`config.mk`:
```
export PLATFORM = sky130hd
export DESIGN_NAME = slms3d_div
export DESIGN_NICKNAME = d
export VERILOG_FILES = /design/src/design/slms3d_div.sv
export SDC_FILE = /design/constraint.sdc
export NUM_CORES = 1
export LEC_CHECK = 0
export ABC_AREA = 0
export BUFFER_PORTS_ARGS = -buffer_cell sky130_fd_sc_hd__buf_2
export CORE_MARGIN = 4
export CORE_UTILIZATION = 30
export CTS_BUF_LIST = sky130_fd_sc_hd__clkbuf_2 sky130_fd_sc_hd__clkbuf_4 sky130_fd_sc_hd__clkbuf_8
export DETAILED_ROUTE_END_ITERATION = 8
export PLACE_DENSITY = 0.47
export SYNTH_ARGS = -nofsm -noshare
export SYNTH_HDL_FRONTEND = slang
export SYNTH_SLANG_ARGS = --single-unit
```
`constraint.sdc`:
```
create_clock -name clk -period 2.1 [get_ports clk]
set_input_delay 0.42 -clock clk [delete_from_list [all_inputs] [get_ports clk]]
set_output_delay 0.42 -clock clk [all_outputs]
set_load 0.005 [all_outputs]
```
`src/design/slms3d_div.sv`:
```
// Restoring divider producing one quotient bit per cycle.
// No dependencies; used by the core for the rounded-up neighbour mean.
`timescale 1ns / 1ps

module slms3d_div #(
	parameter int NW = 14,
	parameter int DW = 5
) (
	input  logic          clk,
	input  logic          arst_n,
	input  logic          start,
	input  logic [NW-1:0] dividend,
	input  logic [DW-1:0] divisor,
	output logic          done,
	output logic [NW-1:0] quotient
);

	localparam int CW = $clog2(NW + 1);

	logic          run_q;
	logic          done_q;
	logic [CW-1:0] step_q;
	logic [DW-1:0] rem_q;
	logic [NW-1:0] quot_q;
	logic [DW-1:0] dsr_q;

	logic [DW:0]   trial;
	logic [DW:0]   diff;
	logic          qbit;
	logic [DW-1:0] rem_next;

	// The partial remainder stays below the divisor, so it fits in DW bits.
	assign trial    = {rem_q, quot_q[NW-1]};
	assign diff     = trial - {1'b0, dsr_q};
	assign qbit     = ~diff[DW];
	assign rem_next = qbit ? diff[DW-1:0] : trial[DW-1:0];

	always_ff @(posedge clk or negedge arst_n) begin
		if (!arst_n) begin
			run_q  <= 1'b0;
			done_q <= 1'b0;
			step_q <= '0;
		end else if (start) begin
			run_q  <= 1'b1;
			done_q <= 1'b0;
			step_q <= CW'(NW);
		end else if (run_q) begin
			step_q <= step_q - CW'(1);
			if (step_q == CW'(1)) begin
				run_q  <= 1'b0;
				done_q <= 1'b1;
			end
		end else begin
			done_q <= 1'b0;
		end
	end

	always_ff @(posedge clk) begin
		if (start) begin
			rem_q  <= '0;
			quot_q <= dividend;
			dsr_q  <= divisor;
		end else if (run_q) begin
			rem_q  <= rem_next;
			quot_q <= {quot_q[NW-2:0], qbit};
		end
	end

	assign done     = done_q;
	assign quotient = quot_q;

endmodule

```
==> metrics <==
total gr overflow=0; post-detail-place hpwl=2.138 mm; Compound-Gate Fraction of Synth Area=10.11%; CP Capture Point=rem_q[3]$_SDFFE_PP0P_; Hold Path Class=in -> reg; max_cap viols=0; Worst EP required=2.23 ns; Synth Area in Simple Gates=9.440%; wirelength, routed=3.008 mm; vias in the first global route=1052; final net count=192; top_reg_cell synth=edfxtp_1; post-synth top area cell=edfxtp_1; largest family of logic cells by synthesized area=multiplexers; Post-Layout Cell Count=230; Final Cell Area=1932 um2; fmax=488.0 MHz; crit path cell chain=inv_2, ha_4, nor2b_4, a221o_1, a211oi_4, mux2i_1, a211oi_2; skew final=0.005501 ns; Final Util=40.37%; Synth warnings=0; TritonCTS Sinks=30; synthesized flop and latch total=30; Post-synth EDFFs=19; antenna violations before repair=0; Crit Reg-Reg Endpoint=rem_q[3]$_SDFFE_PP0P_; CTS Root Cell=clkbuf_8; clock slew at reported path FFs=0.06 ns; # rows=25; worst r2r src=dsr_q[4]$_DFFE_PP_; Clock power frac=25.7%; top post-synthesis cells by area=edfxtp_1 38%, dfrtp_1 10%, mux2_2 9.8%, dfxtp_1 6.7%, ha_1 5.8%; Critical Path Source=dsr_q[4]$_DFFE_PP_; sequential power share=41.7%; XOR/XNOR Fraction of Synth Area=2.924%; Crit path arrival time=2.18 ns; GPL Wtd Cong=0.7338; internal power=1.373 mW; Die H=78.66 um; first-pass GRT wire length=5.133 mm; combinational power share=32.6%; total core area=4786 um2; I/O Pins=37; delay-heaviest family, CP=compound AO/OA/AOI/OAI gates; multiplexer share of the synthesized area=11.78%; adder-cell share of the synthesized area=7.185%; switching pwr=0.5472 mW; IR drop worst, VDD=0.0004047 V; drt wl/cell=13.08 um; die area=6187 um2; Worst Setup End Kind=register; antenna viol nets, final=0; largest net degree at the start of global routing=28; H-tree depth=2; crit share post-route=97.59%; R2R cell count=7; # diodes=0; RSZ-0062 raised after global routing=yes; share of cells above drive strength 1=46.01%; Pwr per Cell Area=994.0 nW/um2; crit path buf inv count=1; Crit Path Max Fanout=7; Total Routing Usage GR=10.66%; critical path type=reg -> reg; Yosys cell types=36; DR vias=1013; Die X=78.66 um; Async SR Flop Fraction=20.00%; Placed Cells=217; switching part of the total=28.49%; final hold violation count=0; initial core utilization=31.29%; DRC=0; Slew headroom=59.74%; syn nets=147; Worst-Margin Slew=0.6040 ns; cell area after synthesis=1498 um2; CP max-delay cell=a211oi_4; Clock Latency Late Sink=0.27 ns; FILL cells=450; Levels on crit path=7; synthesized instance count=117; total CTS buffers=5; Synth top area share=38.10%; final setup fails=0; drt first pass iters=3; CP peak stage delay=0.40 ns; Avg Cell Area, Syn=12.80 um2; First DRT Iteration DRCs=35; FF-to-FF setup slack=0.05 ns; startpoint types=register; PortBufs=36; crit path time final=2.049 ns; vias per cell=4.404; CTS tree=yes; buffer depth of the longest clock path=2; Slew Limit Fails=0; Leak=0.8494 nW; outcome=completed; hold slack=0.3172 ns; Area Growth Syn to Fin=28.99%; Area after DPL=1758 um2; register area share after synthesis=54.80%
[layout make-up]
cell class              count  area [um2]  area share [%]
clock buffers               8       97.59           5.052
well taps                  67       83.83           4.339
multi-input cells          72       656.9           34.00
inverters                  10       37.54           1.943
repair buffers             43       235.2           12.18
flip-flops and latches     30       820.8           42.49
[worst register-to-register path, stage by stage, from the launching register on]
cell      delay [ns]
edfxtp_1        0.38
inv_2           0.07
ha_4            0.19
nor2b_4         0.12
a221o_1         0.37
a211oi_4        0.40
mux2i_1         0.28
a211oi_2        0.09
[logic make-up after synthesis]
group           Yosys count
flops                    30
compound gates           19
buf+inv                  15
xor+xnor                  5
mux                      16
fa+ha+maj                 8
simple gates             24
[how the worst min path moves through the flow]
stage	depth (start not counted)	endpoint	start
global placement	1	step_q[2]$_DFFE_PN0P_	arst_n
CTS	1	dsr_q[0]$_DFFE_PP_	divisor[0]
detailed placement	1	step_q[2]$_DFFE_PN0P_	arst_n
global route	1	dsr_q[4]$_DFFE_PP_	divisor[4]
floorplan	0	done$_DFFE_PN0P_	arst_n
finish	1	dsr_q[0]$_DFFE_PP_	divisor[0]
[layout by cell type (no fill, tap or decap), types with 2 or more instances in the layout]
master,n
clkbuf_4,2
dfxtp_1,5
inv_1,9
nor2_1,6
buf_4,6
dfrtp_1,6
mux2_2,13
nand4b_1,2
o21ai_0,2
edfxtp_1,19
ha_1,6
clkbuf_8,6
nand2_1,3
xnor2_1,4
a211oi_2,2
nand2b_1,3
a21oi_1,2
buf_2,36
mux2i_1,3
[synthesized netlist by cell type, types with 2 or more instances]
cell type,number
a21oi_1,3
inv_1,10
nand2b_1,3
a211oi_1,3
clkbuf_1,5
o311ai_0,2
nor2_1,6
mux2i_1,3
o21ai_0,3
nor2b_1,2
dfxtp_1,5
ha_1,7
xnor2_1,4
mux2_2,13
nand2_1,3
dfrtp_1,6
nand4b_1,2
edfxtp_1,19
[through the flow]
| stage | setup TNS (ns) | power, mW | setup WS (ns) |
|---|---|---|---|
| finish | 0 | 1.920 | 0.05070 |
| global placement | 0 | 1.322 | 0.009927 |
| CTS | 0 | 1.844 | 0.01003 |
| global route | -0.08327 | 2.058 | -0.04557 |
| detailed placement | 0 | 1.329 | 0.04441 |
| floorplan | 0 | 1.177 | 0.1828 |
[power groups by stage]
stage / Clock, mW / Combinational (mW) / Sequential (mW)
detailed placement: 0 / 0.524 / 0.805
global placement: 0 / 0.518 / 0.805
floorplan: 0 / 0.384 / 0.793
finish: 0.494 / 0.626 / 0.801
CTS: 0.517 / 0.529 / 0.798
global route: 0.549 / 0.694 / 0.815
[sequential cells by signal (all words and copies together) (netlist names)]
| register | cells |
|---|---|
| dsr_q | 5 |
| step_q | 4 |
| quotient | 14 |
| rem_q | 5 |
| run_q | 1 |
| done | 1 |
[routing by layer]
metal	GRT usage, %	part of all wire (%)	vias to the layer above
met3	3.784	5.9	6
met5	0	0	-
met2	17.57	51	28
li1	-	-	512
met4	4.720	1.7	0
met1	12.41	42	467
[timing repair]
action / 4_1_cts / 5_1_grt
hold buffers: 1 / 0
hold endpoints to repair: 6 / 0
resized for setup: 0 / 10
setup buffers: 0 / 4
setup endpoints to repair: 0 / 5
No activity file was read; power rests on OpenSTA's default activity.
